===== src/hdl/mdcf_pkg.sv =====
// Shared types and constants for the message duplicate filter.
// Used by message_dedup_cooldown_filter; no dependencies.
package mdcf_pkg;

    localparam int HASH_W = 32;
    localparam int TIME_W = 47;
    localparam int CFG_W  = 16;
    localparam int BYTE_W = 8;
    localparam int ENTRY_W = HASH_W + TIME_W;

    localparam logic [HASH_W-1:0] HASH_INIT   = 32'd5381;
    localparam logic [5:0]        HASH_MULT   = 6'd33;
    localparam logic [9:0]        MS_PER_S    = 10'd1000;
    localparam logic [BYTE_W-1:0] CHAR_RPAREN = 8'h29;
    localparam logic [BYTE_W-1:0] CHAR_SPACE  = 8'h20;
    localparam logic [BYTE_W-1:0] CHAR_END    = 8'h00;

    typedef enum logic [1:0] {
        PH_NONE  = 2'd0,  // no ')' yet
        PH_PAREN = 2'd1,  // first ')' was the previous byte
        PH_AFTER = 2'd2,  // ") " seen, hashing the tail
        PH_WHOLE = 2'd3   // ')' not followed by a space
    } phase_t;

    typedef enum logic [1:0] {
        ST_IDLE   = 2'd0,
        ST_SCAN   = 2'd1,
        ST_COMMIT = 2'd2
    } state_t;

    function automatic logic [HASH_W-1:0] mix(input logic [HASH_W-1:0] h,
                                              input logic [BYTE_W-1:0] c);
        logic [HASH_W-1:0] prod;
        prod = HASH_W'(h * HASH_W'(HASH_MULT));
        mix  = prod ^ HASH_W'(c);
    endfunction

endpackage


===== src/hdl/message_dedup_cooldown_filter.sv =====
// Message duplicate filter: running djb2 (xor) hashes and a slot table with cooldown.
// Non-zero bytes: one per cycle. Terminator: starts a table search, one RAM read per
// cycle, that ends at the first matching slot or after the last slot; the result then
// waits for a free output. Input is stalled during the table search and until the result is issued.
// Reset: asynchronous; hashes to 5381, cooldown to 0, slot valid bits cleared so the
// table reads as empty at once. Depends on mdcf_pkg and mdcf_ram.
module message_dedup_cooldown_filter #(
    parameter int SLOTS = 8
) (
    input  logic                          clk,
    input  logic                          rst_n,
    // configuration
    input  logic                          cfg_valid,
    output logic                          cfg_ready,
    input  logic [mdcf_pkg::CFG_W-1:0]    cooldown_seconds,
    // input request
    input  logic                          in_valid,
    output logic                          in_stall,
    input  logic [mdcf_pkg::BYTE_W-1:0]   msg_byte,
    input  logic [mdcf_pkg::TIME_W-1:0]   now_ms,
    // result
    output logic                          out_valid,
    input  logic                          out_stall,
    output logic                          send,
    output logic [mdcf_pkg::HASH_W-1:0]   msg_hash
);

    localparam int IDX_W = (SLOTS > 1) ? $clog2(SLOTS) : 1;
    localparam logic [IDX_W-1:0] LAST_IDX = IDX_W'(SLOTS - 1);
    localparam int DIFF_W = mdcf_pkg::TIME_W + 1;

    mdcf_pkg::state_t state_reg, state_next;
    mdcf_pkg::phase_t phase_reg, phase_next;

    logic [mdcf_pkg::CFG_W-1:0]  cooldown_reg;
    logic [mdcf_pkg::HASH_W-1:0] hash_whole_reg, hash_whole_next;
    logic [mdcf_pkg::HASH_W-1:0] hash_after_reg, hash_after_next;
    logic [mdcf_pkg::HASH_W-1:0] hsel_reg, hsel_next;
    logic [mdcf_pkg::TIME_W-1:0] now_reg, now_next;

    logic [IDX_W-1:0] scan_idx_reg, scan_idx_next;
    logic             issue_done_reg, issue_done_next;
    logic [IDX_W-1:0] eval_idx_reg, eval_idx_next;
    logic             eval_pending_reg, eval_pending_next;
    logic             eval_valid_reg, eval_valid_next;

    logic [IDX_W-1:0]            oldest_idx_reg, oldest_idx_next;
    logic [mdcf_pkg::TIME_W-1:0] oldest_time_reg, oldest_time_next;

    logic [IDX_W-1:0] wr_idx_reg, wr_idx_next;
    logic             do_write_reg, do_write_next;
    logic             send_dec_reg, send_dec_next;

    logic [SLOTS-1:0] slot_valid_reg, slot_valid_next;

    logic                          out_valid_reg, out_valid_next;
    logic                          send_reg, send_next;
    logic [mdcf_pkg::HASH_W-1:0]   msg_hash_reg, msg_hash_next;

    // RAM interface
    logic                            ram_wr_en;
    logic [mdcf_pkg::ENTRY_W-1:0]    ram_rd_data;
    logic [mdcf_pkg::HASH_W-1:0]     entry_hash;
    logic [mdcf_pkg::TIME_W-1:0]     entry_time;

    logic              in_accept;
    logic              out_free;
    logic              hit;
    logic              too_soon;
    logic [DIFF_W-1:0] diff;
    logic [DIFF_W-1:0] limit;

    mdcf_ram #(
        .WIDTH (mdcf_pkg::ENTRY_W),
        .DEPTH (SLOTS)
    ) u_slot_ram (
        .clk     (clk),
        .wr_en   (ram_wr_en),
        .wr_addr (wr_idx_reg),
        .wr_data ({hsel_reg, now_reg}),
        .rd_addr (scan_idx_reg),
        .rd_data (ram_rd_data)
    );

    assign cfg_ready = 1'b1;
    assign in_stall  = (state_reg != mdcf_pkg::ST_IDLE);
    assign in_accept = in_valid && !in_stall;
    assign out_free  = !out_valid_reg || !out_stall;
    assign ram_wr_en = (state_reg == mdcf_pkg::ST_COMMIT) && out_free && do_write_reg;

    // unwritten slots read as empty
    assign entry_hash = ram_rd_data[mdcf_pkg::ENTRY_W-1:mdcf_pkg::TIME_W];
    assign entry_time = eval_valid_reg ? ram_rd_data[mdcf_pkg::TIME_W-1:0]
                                       : '0;

    assign hit   = (entry_time != '0) && (entry_hash == hsel_reg);
    assign diff  = {1'b0, now_reg} - {1'b0, entry_time};
    assign limit = DIFF_W'(cooldown_reg) * DIFF_W'(mdcf_pkg::MS_PER_S);
    // time running backwards gives a negative difference and counts as too soon
    assign too_soon = $signed(diff) < $signed(limit);

    always_comb
    begin
        state_next        = state_reg;
        phase_next        = phase_reg;
        hash_whole_next   = hash_whole_reg;
        hash_after_next   = hash_after_reg;
        hsel_next         = hsel_reg;
        now_next          = now_reg;
        scan_idx_next     = scan_idx_reg;
        issue_done_next   = issue_done_reg;
        eval_idx_next     = eval_idx_reg;
        eval_pending_next = 1'b0;
        eval_valid_next   = eval_valid_reg;
        oldest_idx_next   = oldest_idx_reg;
        oldest_time_next  = oldest_time_reg;
        wr_idx_next       = wr_idx_reg;
        do_write_next     = do_write_reg;
        send_dec_next     = send_dec_reg;
        slot_valid_next   = slot_valid_reg;
        out_valid_next    = out_valid_reg && out_stall;
        send_next         = send_reg;
        msg_hash_next     = msg_hash_reg;

        unique case (state_reg)
            mdcf_pkg::ST_IDLE:
            begin
                if (in_accept)
                begin
                    if (msg_byte != mdcf_pkg::CHAR_END)
                    begin
                        hash_whole_next = mdcf_pkg::mix(hash_whole_reg, msg_byte);
                        unique case (phase_reg)
                            mdcf_pkg::PH_NONE:
                            begin
                                if (msg_byte == mdcf_pkg::CHAR_RPAREN)
                                begin
                                    phase_next = mdcf_pkg::PH_PAREN;
                                end
                            end
                            mdcf_pkg::PH_PAREN:
                            begin
                                phase_next = (msg_byte == mdcf_pkg::CHAR_SPACE)
                                           ? mdcf_pkg::PH_AFTER : mdcf_pkg::PH_WHOLE;
                            end
                            mdcf_pkg::PH_AFTER:
                            begin
                                hash_after_next = mdcf_pkg::mix(hash_after_reg, msg_byte);
                            end
                            default:
                            begin
                                phase_next = phase_reg;
                            end
                        endcase
                    end
                    else
                    begin
                        hsel_next = (phase_reg == mdcf_pkg::PH_AFTER) ? hash_after_reg
                                                                      : hash_whole_reg;
                        now_next        = now_ms;
                        hash_whole_next = mdcf_pkg::HASH_INIT;
                        hash_after_next = mdcf_pkg::HASH_INIT;
                        phase_next      = mdcf_pkg::PH_NONE;
                        scan_idx_next   = '0;
                        issue_done_next = 1'b0;
                        state_next      = mdcf_pkg::ST_SCAN;
                    end
                end
            end

            mdcf_pkg::ST_SCAN:
            begin
                // issue side: one read per cycle
                if (!issue_done_reg)
                begin
                    eval_pending_next = 1'b1;
                    eval_idx_next     = scan_idx_reg;
                    eval_valid_next   = slot_valid_reg[scan_idx_reg];
                    if (scan_idx_reg == LAST_IDX)
                    begin
                        issue_done_next = 1'b1;
                    end
                    else
                    begin
                        scan_idx_next = scan_idx_reg + 1'b1;
                    end
                end

                // compare side: entry read last cycle
                if (eval_pending_reg)
                begin
                    if (hit)
                    begin
                        wr_idx_next       = eval_idx_reg;
                        do_write_next     = !too_soon;
                        send_dec_next     = !too_soon;
                        eval_pending_next = 1'b0;
                        state_next        = mdcf_pkg::ST_COMMIT;
                    end
                    else
                    begin
                        if ((eval_idx_reg == '0) || (entry_time < oldest_time_reg))
                        begin
                            oldest_idx_next  = eval_idx_reg;
                            oldest_time_next = entry_time;
                        end
                        if (eval_idx_reg == LAST_IDX)
                        begin
                            wr_idx_next = ((eval_idx_reg == '0)
                                           || (entry_time < oldest_time_reg))
                                        ? eval_idx_reg : oldest_idx_reg;
                            do_write_next     = 1'b1;
                            send_dec_next     = 1'b1;
                            eval_pending_next = 1'b0;
                            state_next        = mdcf_pkg::ST_COMMIT;
                        end
                    end
                end
            end

            mdcf_pkg::ST_COMMIT:
            begin
                if (out_free)
                begin
                    out_valid_next = 1'b1;
                    send_next      = send_dec_reg;
                    msg_hash_next  = hsel_reg;
                    if (do_write_reg)
                    begin
                        slot_valid_next[wr_idx_reg] = 1'b1;
                    end
                    state_next = mdcf_pkg::ST_IDLE;
                end
            end

            default:
            begin
                state_next = mdcf_pkg::ST_IDLE;
            end
        endcase
    end

    always_ff @(posedge clk or negedge rst_n)
    begin
        if (!rst_n)
        begin
            state_reg        <= mdcf_pkg::ST_IDLE;
            phase_reg        <= mdcf_pkg::PH_NONE;
            cooldown_reg     <= '0;
            hash_whole_reg   <= mdcf_pkg::HASH_INIT;
            hash_after_reg   <= mdcf_pkg::HASH_INIT;
            scan_idx_reg     <= '0;
            issue_done_reg   <= 1'b0;
            eval_pending_reg <= 1'b0;
            slot_valid_reg   <= '0;
            out_valid_reg    <= 1'b0;
        end
        else
        begin
            state_reg        <= state_next;
            phase_reg        <= phase_next;
            hash_whole_reg   <= hash_whole_next;
            hash_after_reg   <= hash_after_next;
            scan_idx_reg     <= scan_idx_next;
            issue_done_reg   <= issue_done_next;
            eval_pending_reg <= eval_pending_next;
            slot_valid_reg   <= slot_valid_next;
            out_valid_reg    <= out_valid_next;
            if (cfg_valid && cfg_ready)
            begin
                cooldown_reg <= cooldown_seconds;
            end
        end
    end

    always_ff @(posedge clk)
    begin
        hsel_reg        <= hsel_next;
        now_reg         <= now_next;
        eval_idx_reg    <= eval_idx_next;
        eval_valid_reg  <= eval_valid_next;
        oldest_idx_reg  <= oldest_idx_next;
        oldest_time_reg <= oldest_time_next;
        wr_idx_reg      <= wr_idx_next;
        do_write_reg    <= do_write_next;
        send_dec_reg    <= send_dec_next;
        send_reg        <= send_next;
        msg_hash_reg    <= msg_hash_next;
    end

    assign out_valid = out_valid_reg;
    assign send      = send_reg;
    assign msg_hash  = msg_hash_reg;

endmodule


===== src/hdl/mdcf_ram.sv =====
// Generic single-port-write, single-port-read RAM with registered read.
// No dependencies.
module mdcf_ram #(
    parameter int WIDTH = 8,
    parameter int DEPTH = 8
) (
    input  logic                                   clk,
    input  logic                                   wr_en,
    input  logic [(DEPTH > 1 ? $clog2(DEPTH) : 1)-1:0] wr_addr,
    input  logic [WIDTH-1:0]                       wr_data,
    input  logic [(DEPTH > 1 ? $clog2(DEPTH) : 1)-1:0] rd_addr,
    output logic [WIDTH-1:0]                       rd_data
);

    logic [WIDTH-1:0] mem [DEPTH];
    logic [WIDTH-1:0] rd_data_reg;

    always_ff @(posedge clk)
    begin
        if (wr_en)
        begin
            mem[wr_addr] <= wr_data;
        end
        rd_data_reg <= mem[rd_addr];
    end

    assign rd_data = rd_data_reg;

endmodule

===== config.mk =====
export PLATFORM = sky130hd
export DESIGN_NAME = message_dedup_cooldown_filter
export DESIGN_NICKNAME = d
export VERILOG_FILES = /design/src/hdl/mdcf_pkg.sv /design/src/hdl/message_dedup_cooldown_filter.sv /design/src/hdl/mdcf_ram.sv
export SDC_FILE = /design/constraint.sdc
export NUM_CORES = 1
export LEC_CHECK = 0
export ABC_AREA = 0
export BUFFER_PORTS_ARGS = -buffer_cell sky130_fd_sc_hd__buf_2
export CAP_MARGIN = 20
export CORE_MARGIN = 2
export CORE_UTILIZATION = 50
export DETAILED_ROUTE_END_ITERATION = 8
export PLACE_DENSITY = 0.66
export SLEW_MARGIN = 0
export SYNTH_ARGS = -nofsm -noshare
export SYNTH_HDL_FRONTEND = slang
export SYNTH_HIERARCHICAL = 1
export SYNTH_SLANG_ARGS = --single-unit

===== constraint.sdc =====
create_clock -name clk -period 9.9 [get_ports clk]
set_input_delay 0.99 -clock clk [delete_from_list [all_inputs] [get_ports clk]]
set_output_delay 0.99 -clock clk [all_outputs]
set_load 0.005 [all_outputs]

==> run_results.csv <==
group,metric,value,unit
global_routing,antenna_found_initial,4,
yosys,muxShareOfSynthArea,0.108,
global_routing,grt_use_total,0.221,
drt,firstDrtPassIters,6,
setup_path,crit_required,10330,ps
drt,ant_nets,0,
timing,worstMarginPinSlew,1060,ps
setup_path,arrival,8750,ps
timing,fin_crit_sh,0.840,
setup_path,critPathLaunchType,"flip-flop",
die,dieHeight,305,µm
yosys,synth_top_area_frac,0.530,
die,rows,110,
clock_tree,post_cts_buffers,0,
clock_tree,clkTransAtPathRegs,70,ps
drt,num_vias,25316,
timing,period_minus_slack,8320,ps
setup_path,reg2reg_from,"cooldown_reg[0]",
yosys,async_flop_share,0.100,
die,fp.coreArea,90000,µm²
timing,rsz0062_at_grt,"no",
yosys,synth_cell_types,84,
placed_design,dp_cells,4178,
placed_design,port_buffers,110,
clock_tree,post_cts_resized,0,
final_layout,syn_to_final_growth,11.8,%
setup_path,path_buf_inv,2,
setup_path,crit_path_end_kind,"flip-flop",
pwr,vdd_drop_max,0.000153,V
clock_tree,cts_sinks,979,
setup_path,cpMostUsedCell,"o21ai_0",
yosys,synth_area,45400,µm²
yosys,synth_fa_ha_area_frac,0.112,
status,status,"finished, final reports clean",
final_layout,largest_reg_flops,632,
placed_design,dpl.hpwl,66200,µm
global_routing,grt_max_degree,97,
yosys,synth_edf_count,802,
clock_tree,h-tree-depth,3,
clock_tree,root_buffer,"clkbuf_16",
global_routing,grt_pass1_wl,156000,µm
timing,fmax,120,MHz
yosys,synth-seq-cells,979,
timing,hold_viol_final,0,
setup_path,path_delay_family,"compound AO/OA/AOI/OAI gates",
clock_tree,cts_hold_buf,0,
clock_tree,insertion_delay,680,ps
yosys,synth_top_family_by_area,"adder cells",
global_routing,grt_overflow,0,
yosys,ys_seq_area_frac,0.620,
pwr,p_leak,20.9,nW
job,drv_cap,0,
timing,slew_viol_final,0,
timing,relSlewSlack,0.293,
final_layout,layout-drive-gt1-share,0.193,
yosys,syn_nets,3381,
final_layout,instances_no_fill,4370,
final_layout,layout.nets,3555,
timing,fin_skew,54.4,ps
drt,viasPerCell,5.79,
clock_tree,clk_path_buf_depth,3,
yosys,synth-simple-area-share,0.0480,
yosys,synthCells,2931,
die,start_util,0.504,
yosys,post_synth.cell_area_avg,15.5,µm²
clock_tree,cts_buffers,100,
yosys,yosysWarningCount,6,
yosys,synth_compound_area_frac,0.0614,
setup_path,critPathLaunch,"cooldown_reg[0]",
timing,final-setup-viol-count,0,
placed_design,routabilityCongestion,0.907,
die,dieArea,93200,µm²
yosys,synth_area_leaders,"edfxtp_1 (53%), ha_1 (8.8%), mux4_2 (7.9%)",
drt,drtIter0Drc,2013,
setup_path,cpPeakStageDelay,550,ps
drt,drc,0,
die,die_w,305,µm
setup_path,cp_max_fo,6,
drt,totalWireLength,102000,µm
clock_tree,cts_tree,"built",
timing,tns,0,ps
final_layout,fillCellCount,7033,
yosys,synth-xor-area-share,0.0241,
yosys,ys.flop_type,"edfxtp_1",
yosys,synth_top_area_cell,"edfxtp_1",
worst_hold_path,min_path_type,"in2async",
die,io_pins,112,
setup_path,critPathKind,"reg2reg",
global_routing,grt_pass1_vias,26071,
drt,route.detailed.wl_per_inst,23.3,µm
setup_path,critPathSlowestCell,"fa_1",
pwr,p_per_area,191,nW/µm²
stage by stage:
| step | utilization | power, mW | worst slack [ps] | hold WS (ps) | area, µm² |
|---|---|---|---|---|---|
| 6_report | 0.564 | 9.70 | 1580 | 229 | 50700 |
| 5_1_grt | 0.564 | 10.2 | 914 | 229 | 50700 |
| 4_1_cts | 0.563 | 9.81 | 1570 | 196 | 50700 |
| 3_5_place_dp | 0.526 | 6.05 | 1600 | 443 | 47400 |
| 3_3_place_gp | 0.526 | 6.03 | 1670 | 435 | 47400 |
| 2_1_floorplan | - | 5.72 | 750 | 423 | 45400 |
Yosys cell counts (5+ instances only):
| library cell | instances |
|---|---|
| o21ai_0 | 112 |
| nand2_1 | 169 |
| o21bai_1 | 18 |
| and3_1 | 15 |
| a22o_1 | 18 |
| mux4_2 | 160 |
| buf_1 | 7 |
| fa_1 | 56 |
| a221oi_1 | 5 |
| or3_1 | 5 |
| a211oi_1 | 6 |
| buf_2 | 17 |
| nand4_1 | 19 |
| o21a_1 | 10 |
| a31oi_1 | 13 |
| xnor2_1 | 63 |
| nor4_1 | 22 |
| dfxtp_1 | 79 |
| dfstp_2 | 10 |
| a21o_1 | 53 |
| a21oi_1 | 106 |
| o211ai_1 | 8 |
| nor3_1 | 34 |
| nand3_1 | 25 |
| nor2b_1 | 20 |
| inv_1 | 216 |
| nand2b_1 | 29 |
| buf_6 | 14 |
| edfxtp_1 | 802 |
| mux2_2 | 113 |
| xor2_1 | 62 |
| and2_1 | 7 |
| clkbuf_1 | 35 |
| nor2_1 | 94 |
| dfrtp_1 | 88 |
| o31ai_1 | 15 |
| ha_1 | 318 |
worst register-to-register path: cells and delay by family (launching register included):
kind                     cells  cell delay (ps)
adder cells (fa/ha/maj)      6             2560
AO/OA/AOI/OAI               20             4310
flip-flops                   1              460
buffers and inverters        2               90
AND/OR/NAND/NOR              3              540
XOR/XNOR                     1              140
layout make-up:
type / count / area (µm²) / area share
clock buffer: 143 / 2810 / 0.0553
inverter: 217 / 817 / 0.0161
multi-input combinational: 1661 / 16100 / 0.318
tap: 1176 / 1470 / 0.0290
sequential: 979 / 28100 / 0.555
timing repair buffer: 146 / 853 / 0.0168
clock inverter: 47 / 522 / 0.0103
antenna: 1 / 2.50 / 0.0000493
layer usage:
layer  share of wire  GRT usage  up-vias
li1                -          -    11528
met4           0.024     0.0604        2
met2            0.48      0.360      711
met1            0.44      0.308    12920
met5         0.00015          0        -
met3           0.060     0.0365      155
cells in the final DEF (no fill, tap or decap), types with 32 or more instances in the layout:
master     count
edfxtp_1     802
ha_1         318
inv_1        215
nand2_1      169
mux4_2       160
mux2_2       113
o21ai_0      112
buf_2        110
a21oi_1      105
clkbuf_16    102
nor2_1        88
dfrtp_1       85
dfxtp_1       79
xnor2_1       63
xor2_1        62
fa_1          56
a21o_1        53
buf_4         34
nor3_1        32
logic make-up (layout without fill, tap and decap cells):
logic type | count (synthesis) | in the layout
compound gates | 428 | 428
buf+inv | 291 | 553
fa+ha+maj | 374 | 374
xor+xnor | 125 | 125
other cells | 1 | 2
mux | 274 | 274
simple gates | 459 | 459
flops | 979 | 979
power breakdown:
part / leakage [nW] / internal (mW) / switching (mW)
logic: 9.49 / 0.704 / 0.832
clock network: 1.61 / 2.15 / 1.60
registers: 9.78 / 4.41 / 0.00822
worst paths after layout:
kind / end / slack [ps] / cells past startpoint
setup reg to reg: send_dec_reg / 1580 / 32
hold / removal: slot_valid_reg[1] / 230 / 1
min in group clk: slot_valid_reg[0] / 460 / 1
hold reg to reg: slot_valid_reg[0] / 460 / 1
max in group asynchronous: hash_after_reg[12] / 8690 / 3
setup / recovery: send_dec_reg / 1580 / 32
Note: power is estimated with default switching activity, not from simulation.
